$ cat config.mk
export PLATFORM = sky130hd
export DESIGN_NAME = icy_metadata_demux
export DESIGN_NICKNAME = d
export VERILOG_FILES = /design/src/sv/icy_md_pkg.sv /design/src/sv/icy_md_front.sv /design/src/sv/icy_md_fifo.sv /design/src/sv/icy_metadata_demux.sv
export SDC_FILE = /design/constraint.sdc
export NUM_CORES = 1
export LEC_CHECK = 0
export CORE_MARGIN = 1.5
export CORE_UTILIZATION = 45
export DETAILED_ROUTE_END_ITERATION = 12
export DONT_BUFFER_PORTS = 1
export PLACE_DENSITY = 0.68
export SYNTH_ARGS = -nofsm -noshare
export SYNTH_HDL_FRONTEND = slang
export SYNTH_SLANG_ARGS = --single-unit
$ cat constraint.sdc
create_clock -name clk_i -period 7.3 [get_ports clk_i]
set_input_delay 0.73 -clock clk_i [delete_from_list [all_inputs] [get_ports clk_i]]
set_output_delay 0.73 -clock clk_i [all_outputs]
set_load 0.02 [all_outputs]
$ cat src/sv/icy_md_pkg.sv
// ----------------------------------------------------------------------------
// ICY metadata demultiplexer package
// Shared types and constants for the stream parser and the result queue.
// ----------------------------------------------------------------------------
package icy_md_pkg;

  // Field widths fixed by the stream format.
  localparam int unsigned ByteW     = 8;
  localparam int unsigned IntervalW = 24;
  localparam int unsigned MetaLenW  = 12;

  // Interval taken after reset.
  localparam logic [IntervalW-1:0] ResetInterval = 24'd16000;

  // The length byte counts metadata in units of 16 bytes.
  localparam int unsigned MetaUnitShift = 4;

  // Byte value trimmed from the end of a metadata block.
  localparam logic [ByteW-1:0] NulByte = 8'h00;

  // Parser phase.
  typedef enum logic [1:0] {
    PH_AUDIO  = 2'd0,
    PH_LENGTH = 2'd1,
    PH_META   = 2'd2
  } phase_e;

  // Kind tag of a result item.
  typedef enum logic {
    KIND_AUDIO = 1'b0,
    KIND_META  = 1'b1
  } kind_e;

  // One result item as it travels from the parser to the queue.
  typedef struct packed {
    kind_e                kind;
    logic [ByteW-1:0]     data;
    logic                 meta_last;
    logic [MetaLenW-1:0]  meta_length;
  } item_t;

endpackage

$ cat src/sv/icy_md_front.sv
// ----------------------------------------------------------------------------
// ICY metadata demultiplexer front end
// Classifies each incoming byte as audio, length or metadata and builds the
// result item for it; length bytes only reload the counters.
// ----------------------------------------------------------------------------
module icy_md_front import icy_md_pkg::*; (
  input  logic                 clk_i,
  input  logic                 rst_ni,
  // Configuration write
  input  logic                 cfg_we_i,
  input  logic [IntervalW-1:0] cfg_data_i,
  // Incoming byte, already qualified by the queue having room
  input  logic                 in_valid_i,
  input  logic [ByteW-1:0]     in_byte_i,
  // Result item towards the queue
  output logic                 out_valid_o,
  output item_t                out_item_o
);

  phase_e               phase_q, phase_d;
  logic [IntervalW-1:0] interval_q, interval_d;
  logic [IntervalW-1:0] audio_rem_q, audio_rem_d;
  logic [MetaLenW-1:0]  meta_rem_q, meta_rem_d;
  logic [MetaLenW-1:0]  meta_cnt_q, meta_cnt_d;
  logic [MetaLenW-1:0]  text_end_q, text_end_d;

  logic                 take_length;
  logic [MetaLenW-1:0]  block_len;
  logic [MetaLenW-1:0]  cnt_inc;
  logic [MetaLenW-1:0]  text_end_upd;
  logic [MetaLenW-1:0]  rem_dec;

  // Block length from the length byte, in bytes.
  assign block_len    = MetaLenW'({in_byte_i, {MetaUnitShift{1'b0}}});
  assign cnt_inc      = meta_cnt_q + MetaLenW'(1);
  assign text_end_upd = (in_byte_i != NulByte) ? cnt_inc : text_end_q;
  assign rem_dec      = meta_rem_q - MetaLenW'(1);

  // Next state and result item.
  always_comb begin
    phase_d     = phase_q;
    interval_d  = interval_q;
    audio_rem_d = audio_rem_q;
    meta_rem_d  = meta_rem_q;
    meta_cnt_d  = meta_cnt_q;
    text_end_d  = text_end_q;
    take_length = 1'b0;
    out_valid_o = 1'b0;
    out_item_o  = '{kind: KIND_AUDIO, data: in_byte_i, meta_last: 1'b0,
                    meta_length: '0};

    if (cfg_we_i) begin
      // A nonzero interval restarts the parser in the audio phase.
      if (cfg_data_i != '0) begin
        interval_d  = cfg_data_i;
        phase_d     = PH_AUDIO;
        audio_rem_d = cfg_data_i;
        meta_rem_d  = '0;
        meta_cnt_d  = '0;
        text_end_d  = '0;
      end
    end else if (in_valid_i) begin
      unique case (phase_q)
        PH_LENGTH: take_length = 1'b1;
        PH_META: begin
          out_valid_o = 1'b1;
          out_item_o.kind = KIND_META;
          meta_rem_d = rem_dec;
          if (rem_dec == '0) begin
            out_item_o.meta_last   = 1'b1;
            out_item_o.meta_length = text_end_upd;
            meta_cnt_d  = '0;
            text_end_d  = '0;
            audio_rem_d = interval_q;
            phase_d     = PH_AUDIO;
          end else begin
            meta_cnt_d = cnt_inc;
            text_end_d = text_end_upd;
          end
        end
        default: begin
          // Audio phase; an exhausted counter means this is the length byte.
          if (audio_rem_q != '0) begin
            out_valid_o = 1'b1;
            audio_rem_d = audio_rem_q - IntervalW'(1);
            phase_d     = (audio_rem_d == '0) ? PH_LENGTH : PH_AUDIO;
          end else begin
            take_length = 1'b1;
          end
        end
      endcase

      // The length byte opens a metadata block or, if zero, skips it.
      if (take_length) begin
        meta_cnt_d = '0;
        text_end_d = '0;
        if (block_len == '0) begin
          meta_rem_d  = '0;
          audio_rem_d = interval_q;
          phase_d     = PH_AUDIO;
        end else begin
          meta_rem_d = block_len;
          phase_d    = PH_META;
        end
      end
    end
  end

  // State registers.
  always_ff @(posedge clk_i or negedge rst_ni) begin
    if (!rst_ni) begin
      phase_q     <= PH_AUDIO;
      interval_q  <= ResetInterval;
      audio_rem_q <= ResetInterval;
      meta_rem_q  <= '0;
      meta_cnt_q  <= '0;
      text_end_q  <= '0;
    end else begin
      phase_q     <= phase_d;
      interval_q  <= interval_d;
      audio_rem_q <= audio_rem_d;
      meta_rem_q  <= meta_rem_d;
      meta_cnt_q  <= meta_cnt_d;
      text_end_q  <= text_end_d;
    end
  end

  // Inside a metadata block there is always at least one byte still to come.
  assert property (@(posedge clk_i) disable iff (!rst_ni)
    phase_q == PH_META |-> meta_rem_q != '0)
    else $error("metadata phase with no bytes remaining");

  // The audio counter never sits at zero in the audio phase.
  assert property (@(posedge clk_i) disable iff (!rst_ni)
    phase_q == PH_AUDIO |-> audio_rem_q != '0)
    else $error("audio phase with no audio bytes remaining");

  // Only a metadata item can close a block, and its trimmed length fits it.
  assert property (@(posedge clk_i) disable iff (!rst_ni)
    out_valid_o && out_item_o.meta_last |->
      out_item_o.kind == KIND_META && out_item_o.meta_length <= cnt_inc)
    else $error("malformed end of metadata block");

endmodule

$ cat src/sv/icy_md_fifo.sv
// ----------------------------------------------------------------------------
// ICY metadata demultiplexer result queue
// Small first-in first-out queue that decouples the parser from the consumer.
// ----------------------------------------------------------------------------
module icy_md_fifo import icy_md_pkg::*; #(
  parameter int unsigned Depth = 4
) (
  input  logic  clk_i,
  input  logic  rst_ni,
  input  logic  wr_en_i,
  input  item_t wr_item_i,
  output logic  full_o,
  input  logic  rd_en_i,
  output item_t rd_item_o,
  output logic  empty_o
);

  localparam int unsigned PtrW = (Depth > 1) ? $clog2(Depth) : 1;
  localparam int unsigned CntW = $clog2(Depth + 1);
  localparam logic [PtrW-1:0] LastPtr = PtrW'(Depth - 1);

  item_t           mem_q [Depth];
  logic [PtrW-1:0] wr_ptr_q, rd_ptr_q;
  logic [CntW-1:0] count_q, count_d;
  logic            do_wr, do_rd;

  assign full_o    = (count_q == CntW'(Depth));
  assign empty_o   = (count_q == '0);
  assign do_wr     = wr_en_i && !full_o;
  assign do_rd     = rd_en_i && !empty_o;
  assign rd_item_o = mem_q[rd_ptr_q];

  // Fill level.
  always_comb begin
    count_d = count_q;
    case ({do_wr, do_rd})
      2'b10:   count_d = count_q + CntW'(1);
      2'b01:   count_d = count_q - CntW'(1);
      default: count_d = count_q;
    endcase
  end

  // Item storage.
  always_ff @(posedge clk_i) begin
    if (do_wr) begin
      mem_q[wr_ptr_q] <= wr_item_i;
    end
  end

  // Pointers and fill level.
  always_ff @(posedge clk_i or negedge rst_ni) begin
    if (!rst_ni) begin
      wr_ptr_q <= '0;
      rd_ptr_q <= '0;
      count_q  <= '0;
    end else begin
      if (do_wr) begin
        wr_ptr_q <= (wr_ptr_q == LastPtr) ? '0 : wr_ptr_q + PtrW'(1);
      end
      if (do_rd) begin
        rd_ptr_q <= (rd_ptr_q == LastPtr) ? '0 : rd_ptr_q + PtrW'(1);
      end
      count_q <= count_d;
    end
  end

  // The fill level never exceeds the storage.
  assert property (@(posedge clk_i) disable iff (!rst_ni)
    count_q <= CntW'(Depth))
    else $error("queue fill level out of range");

  // The writer is gated by full, so no item is ever dropped.
  assert property (@(posedge clk_i) disable iff (!rst_ni)
    wr_en_i |-> !full_o)
    else $error("write to a full queue");

  // Pointers agree with the fill level when the queue is empty.
  assert property (@(posedge clk_i) disable iff (!rst_ni)
    empty_o |-> wr_ptr_q == rd_ptr_q)
    else $error("queue pointers disagree with an empty queue");

endmodule

$ cat src/sv/icy_metadata_demux.sv
// ----------------------------------------------------------------------------
// ICY metadata demultiplexer
// Splits an ICY stream into tagged audio and metadata items.
// ----------------------------------------------------------------------------
// Latency: an item pushed at one edge is at the result ports from the next
// cycle when no older result waits; a length byte produces no result.
// Throughput: one byte per cycle while the result queue is not full.
// Reset: interval 16000, parser in the audio phase, result queue empty.
module icy_metadata_demux import icy_md_pkg::*; #(
  parameter int unsigned FifoDepth = 4
) (
  input  logic                 clk_i,
  input  logic                 rst_ni,
  // Configuration write channel
  input  logic                 cfg_valid_i,
  output logic                 cfg_ready_o,
  input  logic [IntervalW-1:0] cfg_data_i,
  // Input byte queue side
  input  logic                 push,
  output logic                 full,
  input  logic [ByteW-1:0]     data_byte_i,
  // Result queue side
  output logic                 empty,
  input  logic                 pop,
  output logic                 kind_o,
  output logic [ByteW-1:0]     data_o,
  output logic                 meta_last_o,
  output logic [MetaLenW-1:0]  meta_length_o
);

  logic  front_valid;
  item_t front_item;
  item_t out_item;

  // The register is always writable.
  assign cfg_ready_o = 1'b1;

  // Byte classification.
  icy_md_front u_front (
    .clk_i       (clk_i),
    .rst_ni      (rst_ni),
    .cfg_we_i    (cfg_valid_i),
    .cfg_data_i  (cfg_data_i),
    .in_valid_i  (push && !full),
    .in_byte_i   (data_byte_i),
    .out_valid_o (front_valid),
    .out_item_o  (front_item)
  );

  // Result queue.
  icy_md_fifo #(
    .Depth (FifoDepth)
  ) u_fifo (
    .clk_i     (clk_i),
    .rst_ni    (rst_ni),
    .wr_en_i   (front_valid),
    .wr_item_i (front_item),
    .full_o    (full),
    .rd_en_i   (pop),
    .rd_item_o (out_item),
    .empty_o   (empty)
  );

  assign kind_o        = out_item.kind;
  assign data_o        = out_item.data;
  assign meta_last_o   = out_item.meta_last;
  assign meta_length_o = out_item.meta_length;

endmodule

== Word-level counts from Yosys, hierarchy flattened ==
Memory sizes are Yosys's and may differ from the RTL's.
Index checks and enable logic that the tools add are counted.
Widths: inputs -> output; s select.

* $add $sub $neg: 7
* Equal/unequal tests: 10
* Muxes and demuxes: 54
* Reductions and logical operators: 20

{| class="wikitable"
|+ Operators by type and width
! cell !! count
|-
| $mux 12 || 17
|-
| $mux 24 || 7
|-
| $mux 13 || 4
|-
| $pmux 24 s2 || 1
|-
| $reduce_bool 24->1 || 2
|-
| $logic_not 12->1 || 2
|-
| $logic_not 24->1 || 1
|-
| $sub 24x1->24 const B || 1
|-
| $mux 2 || 9
|-
| $add 12x1->12 const B || 1
|-
| $mux 1 || 12
|-
| $sub 12x1->12 const B || 1
|-
| $eq 2x2->1 const B || 4
|-
| $reduce_bool 8->1 || 1
|-
| $pmux 3 s2 || 1
|-
| $reduce_and 5->1 || 1
|-
| $add 2x1->2 const B || 2
|-
| $eq 2x1->1 const B || 2
|-
| $ne 4x2->1 const B || 1
|-
| $pmux 1 s2 || 2
|-
| $pmux 2 s2 || 1
|-
| $reduce_and 2->1 || 2
|-
| $reduce_bool 2->1 || 2
|-
| $reduce_bool 4->1 || 1
|-
| 10 further kinds || 13
|}

* Register bits after elaboration: 93
* Bits in writable memories: 88
* Logic and storage cells: 101
* Memories: 1

{| class="wikitable"
|+ Memories
! name !! depth !! bits a word !! rd ports !! clocked after memory_dff !! write ports !! RTL line !! text
|-
| u_fifo.mem_q || 4 || 22 || 1 || 0 || 1 || icy_md_fifo.sv:22 || <nowiki>item_t mem_q [Depth];</nowiki>
|}

== Logic depth before layout (Yosys ltp) ==
* Depth after elaboration: 8
* Depth in mapped cells: 13

== Cells and area by module ==
A second synthesis with hierarchy kept.

* Cells, all modules: 919
* Area, all modules: 9,857.0 um2

{| class="wikitable"
|+ Modules (own cells, without submodules)
! module !! times used !! cells an instance !! area an instance (um2) !! sequential area each (um2)
|-
| icy_md_front || 1 || 761 || 6,170.9 || 2,167.1
|-
| icy_md_fifo || 1 || 155 || 3,661.0 || 2,817.7
|-
| icy_metadata_demux || 1 || 3 || 25.0 || 0.0
|}

== Worst setup path before layout ==
No wires, ideal clock.

* Path type: reg2reg
* Start: reg u_front.audio_rem_q[15]
* End: reg u_fifo.count_q[2]
* Library setup time: 0.079 ns
* Arrival time: 3.112 ns
* Required time: 7.221 ns
* Path slack: 4.109 ns
* Cell stages (with the launch flop): 13
* Path buffers: 1
* Period minus slack after synthesis: 3.191 ns
* Cells stage by stage: dfrtp_1 -> buf_6 -> or4_4 -> or4_4 -> o31ai_4 -> a21oi_1 -> inv_1 -> ha_1 -> inv_1 -> fa_1 -> xor2_1 -> nor2_1 -> xor2_1

* Word-level cells in the longest chain between the ends: 8
* Elaborated cells on any way between the ends: 10
* Classes of those cells: eq/ne (2); mux (5); reduce/logical (3)

{| class="wikitable"
|+ Ends and longest elaborated chain
! what !! RTL line !! text
|-
| from (decl) || icy_md_front.sv:22 || <nowiki>logic [IntervalW-1:0] audio_rem_q, audio_rem_d;</nowiki>
|-
| from (signal assigned) || icy_md_front.sv:114 || <nowiki>audio_rem_q <= ResetInterval;</nowiki>
|-
| from (signal assigned) || icy_md_front.sv:121 || <nowiki>audio_rem_q <= audio_rem_d;</nowiki>
|-
| $reduce_bool 24->1 * || icy_md_front.sv:83 || <nowiki>if (audio_rem_q != '0) begin</nowiki>
|-
| $mux 1 * || icy_md_front.sv:83 ||
|-
| $pmux 1 s2 * || icy_md_front.sv:63 || <nowiki>unique case (phase_q)</nowiki>
|-
| $mux 1 * || icy_md_front.sv:62 || <nowiki>end else if (in_valid_i) begin</nowiki>
|-
| $mux 1 * || icy_md_front.sv:52 || <nowiki>if (cfg_we_i) begin</nowiki>
|-
| $logic_and 1x1->1 * || icy_md_fifo.sv:29 || <nowiki>assign do_wr = wr_en_i && !full_o;</nowiki>
|-
| $eq 2x1->1 / $eq 2x2->1 (equally long branches) || icy_md_fifo.sv:36 || <nowiki>case ({do_wr, do_rd})</nowiki>
|-
| $pmux 3 s2 / $reduce_bool 2->1 (equally long branches) || -- ||
|-
| to (signal assigned) || icy_md_fifo.sv:63 || <nowiki>count_q <= count_d;</nowiki>
|-
| to (decl) || icy_md_fifo.sv:24 || <nowiki>logic [CntW-1:0] count_q, count_d;</nowiki>
|}

Mark *: on every way between the ends. The rest lies on a longest branch, timed or not.
A chain may end at the register's enable or synchronous reset.

== Worst setup path after layout ==
* Start: reg u_front.audio_rem_q[0]
* End: reg u_fifo.count_q[2]

The elaborated chain is that of the path after synthesis.

==> results.cfg <==
[sta]
setup_violations = 0
hold_viol = 0
tightestPinTransition_ps = 1010
period_share_pct = 56.1
max_freq_mhz = 244
relSlewSlack_pct = 32.7
holdWs_ps = 129
setup-tns-final_ps = 0
maxSlewViolCount = 0
skew_ps = 11.0
setup_slack_ps = 3200
period_minus_slack_ps = 4100
rsz0062_at_grt = false

[power_and_ir_drop]
p_per_area_nw_per_um2 = 278
combPwrFrac_pct = 20.9
p_seq_share_pct = 45.5
vdd_drop_max_mv = 0.195
p_int_mw = 1.94
p_leak_nw = 3.76
p_switching_mw = 0.923
clkPwrFrac_pct = 33.6
sw_frac_of_total_pct = 32.2

[worst_setup_path]
worstSetupStartpointType = flip-flop
end_kind = flip-flop
path_cells = inv_1 > ha_1 > nor3b_1 > nand2_1 > o31ai_4 > a21oi_1 > inv_1 > ha_1 > inv_1 > fa_1 > xor2_1 > nor2_1 > xor2_1
r2r_end = u_fifo.count_q[2]
slowest_stage = o31ai_4
r2r_cells = 13
crit_family = compound AO/OA/AOI/OAI gates
critical_path.max_stage_delay_ps = 740
reg2reg_slack_ps = 3200
worst-path-buf-inv = 3
required_ps = 7660
reg2reg_from = u_front.audio_rem_q[0]
arrival_ps = 4450
cp_common_cell = inv_1
path_max_fanout = 17
path_class = flip-flop to flip-flop

[routing]
vias = 6820
totalWireLength_um = 22700
drt_drc_violations_left = 0
drt-initial-drc-count = 626
wire_per_inst_um = 20.4
antenna_left = 0
drt-pass1-iter-count = 7
drt-vias-per-instance = 6.12

[synth]
netlist_area_um2 = 9510
ys_seq_area_share_pct = 52.4
synthArstFlopShare_pct = 51.4
avgSynthCellArea_um2 = 11.0
yosys_warnings = 0
synthCells = 861
ys_types = 84
ys.flop_type = edfxtp_1
synth_edf_count = 88
synth_nets = 912
synth-seq-cells = 181

[cells_and_area]
final_nets = 882
final_cell_mix = nand2_1, edfxtp_1, dfrtp_1, nor2_1, o21ai_0
diodes = 0
drive_gt1_share_pct = 13.2
area_growth_pct = 8.37
fillers = 1813
final_common_cell = nand2_1

[placement]
dp_slack_ps = 3290
io_buffer_count = 0
globalplace.congestion = 0.934
hpwl_um = 14900

[global_routing]
grt_pass1_wl_um = 36400
grt_use_met2_pct = 36.1
grt_overflow = 0
grt_busiest_layer = met2
grt_use_met1_pct = 28.3
use_met3_pct = 3.53
grt_pass1_vias = 6619
gr-usage-all-layers_pct = 21.3
antenna_found_initial = 0
grt_max_degree = 82

[clock_tree]
clock-sinks = 181
cts-htree-levels = 4
clkSlewWorstSetupHoldPaths_ps = 80
post_cts_buffers = 0
insertion_delay_ps = 440
cts-buffers-inserted = 17
cts_resized = 0
hold_buffers = 1
clk_path_buf_depth = 2
root_buffer = clkbuf_16
cts_tree = done

[floorplan]
rows = 52
pin_count = 62
die_width_um = 148
die_h_um = 148
core_area_um2 = 20500
die_area_um2 = 22000
start_util_pct = 46.4

[job]
maxCapViolations = 0

[status]
status = finished, final reports clean

[min_path]
hold_class = input pin to asynchronous set/reset pin
-- synth_stat cells, types with 10 or more instances --
library cell  number  area, um2
a211oi_1          20        150
a21oi_1           36        180
buf_2             10       50.1
clkbuf_1          39        146
dfrtp_1           81       2030
dfstp_2           12        315
edfxtp_1          88       2640
ha_1              13        163
inv_1             21       78.8
mux4_2            22        495
nand2_1          102        383
nand3_1           14       70.1
nor2_1            59        221
nor3_1            21        105
nor4_1            18        113
o21ai_0           51        255
o21ai_1           14       70.1
o2bb2ai_1         13        114
xnor2_1           18        158
xor2_1            11       96.3
-- power by group through the flow --
stage | Sequential [mW] | Combinational [mW] | Clock (mW)
floorplan | 1.27 | 0.529 | 0
global placement | 1.32 | 0.584 | 0
detailed placement | 1.32 | 0.594 | 0
CTS | 1.30 | 0.607 | 0.976
global route | 1.32 | 0.659 | 1.01
finish | 1.30 | 0.600 | 0.961
-- layout make-up --
class	instances	area, um2	area share, %
flip-flops and latches	181	4980	48.4
multi-input cells	599	4180	40.5
clock buffers	17	425	4.13
well taps	270	338	3.28
clock inverters	15	198	1.92
repair buffers	11	103	0.996
inverters	21	78.8	0.765
-- state kept, by name, summed over array words and instances (netlist names) --
name	cells
u_fifo.count_q	3
u_fifo.mem_q	88
u_fifo.rd_ptr_q	2
u_fifo.wr_ptr_q	2
u_front.audio_rem_q	24
u_front.interval_q	24
u_front.meta_cnt_q	12
u_front.meta_rem_q	12
u_front.phase_q	2
u_front.text_end_q	12
-- worst max-delay path by stage --
stage                            startpoint                end  slack (ps)  cells past startpoint
global placement     u_front.audio_rem_q[0]  u_fifo.count_q[2]        3470                     13
global route         u_front.audio_rem_q[0]  u_fifo.count_q[2]        2890                     13
finish               u_front.audio_rem_q[0]  u_fifo.count_q[2]        3200                     13
detailed placement   u_front.audio_rem_q[0]  u_fifo.count_q[2]        3290                     13
floorplan           u_front.audio_rem_q[15]  u_fifo.count_q[2]        4110                     12
CTS                  u_front.audio_rem_q[0]  u_fifo.count_q[2]        3250                     13
-- cells by family after synthesis --
kind of cell	Yosys count	share of synthesized area, %
simple gates	284	15.0
compound gates	236	17.4
flops	181	52.4
buf+inv	81	3.76
mux	34	6.57
xor+xnor	30	2.96
fa+ha+maj	14	1.92
other cells	1	0.0394
-- metal layers --
layer  wire length, um  part of all wire [%]
met1              9910                    44
met2             11100                    49
met3              1370                   6.1
met4               293                   1.3
met5                 0                     0
-- stage by stage --
step / cells / util [%] / area [um2] / power [mW]
3_3_place_gp: 1081 / 47.1 / 9650 / 1.90
4_1_cts: 1114 / 50.3 / 10300 / 2.89
6_report: 1114 / 50.3 / 10300 / 2.86
2_1_floorplan: 861 / - / 9510 / 1.80
3_5_place_dp: 1081 / 47.1 / 9650 / 1.92
5_1_grt: 1114 / 50.3 / 10300 / 2.99
Power figures use the tool's default switching activity.
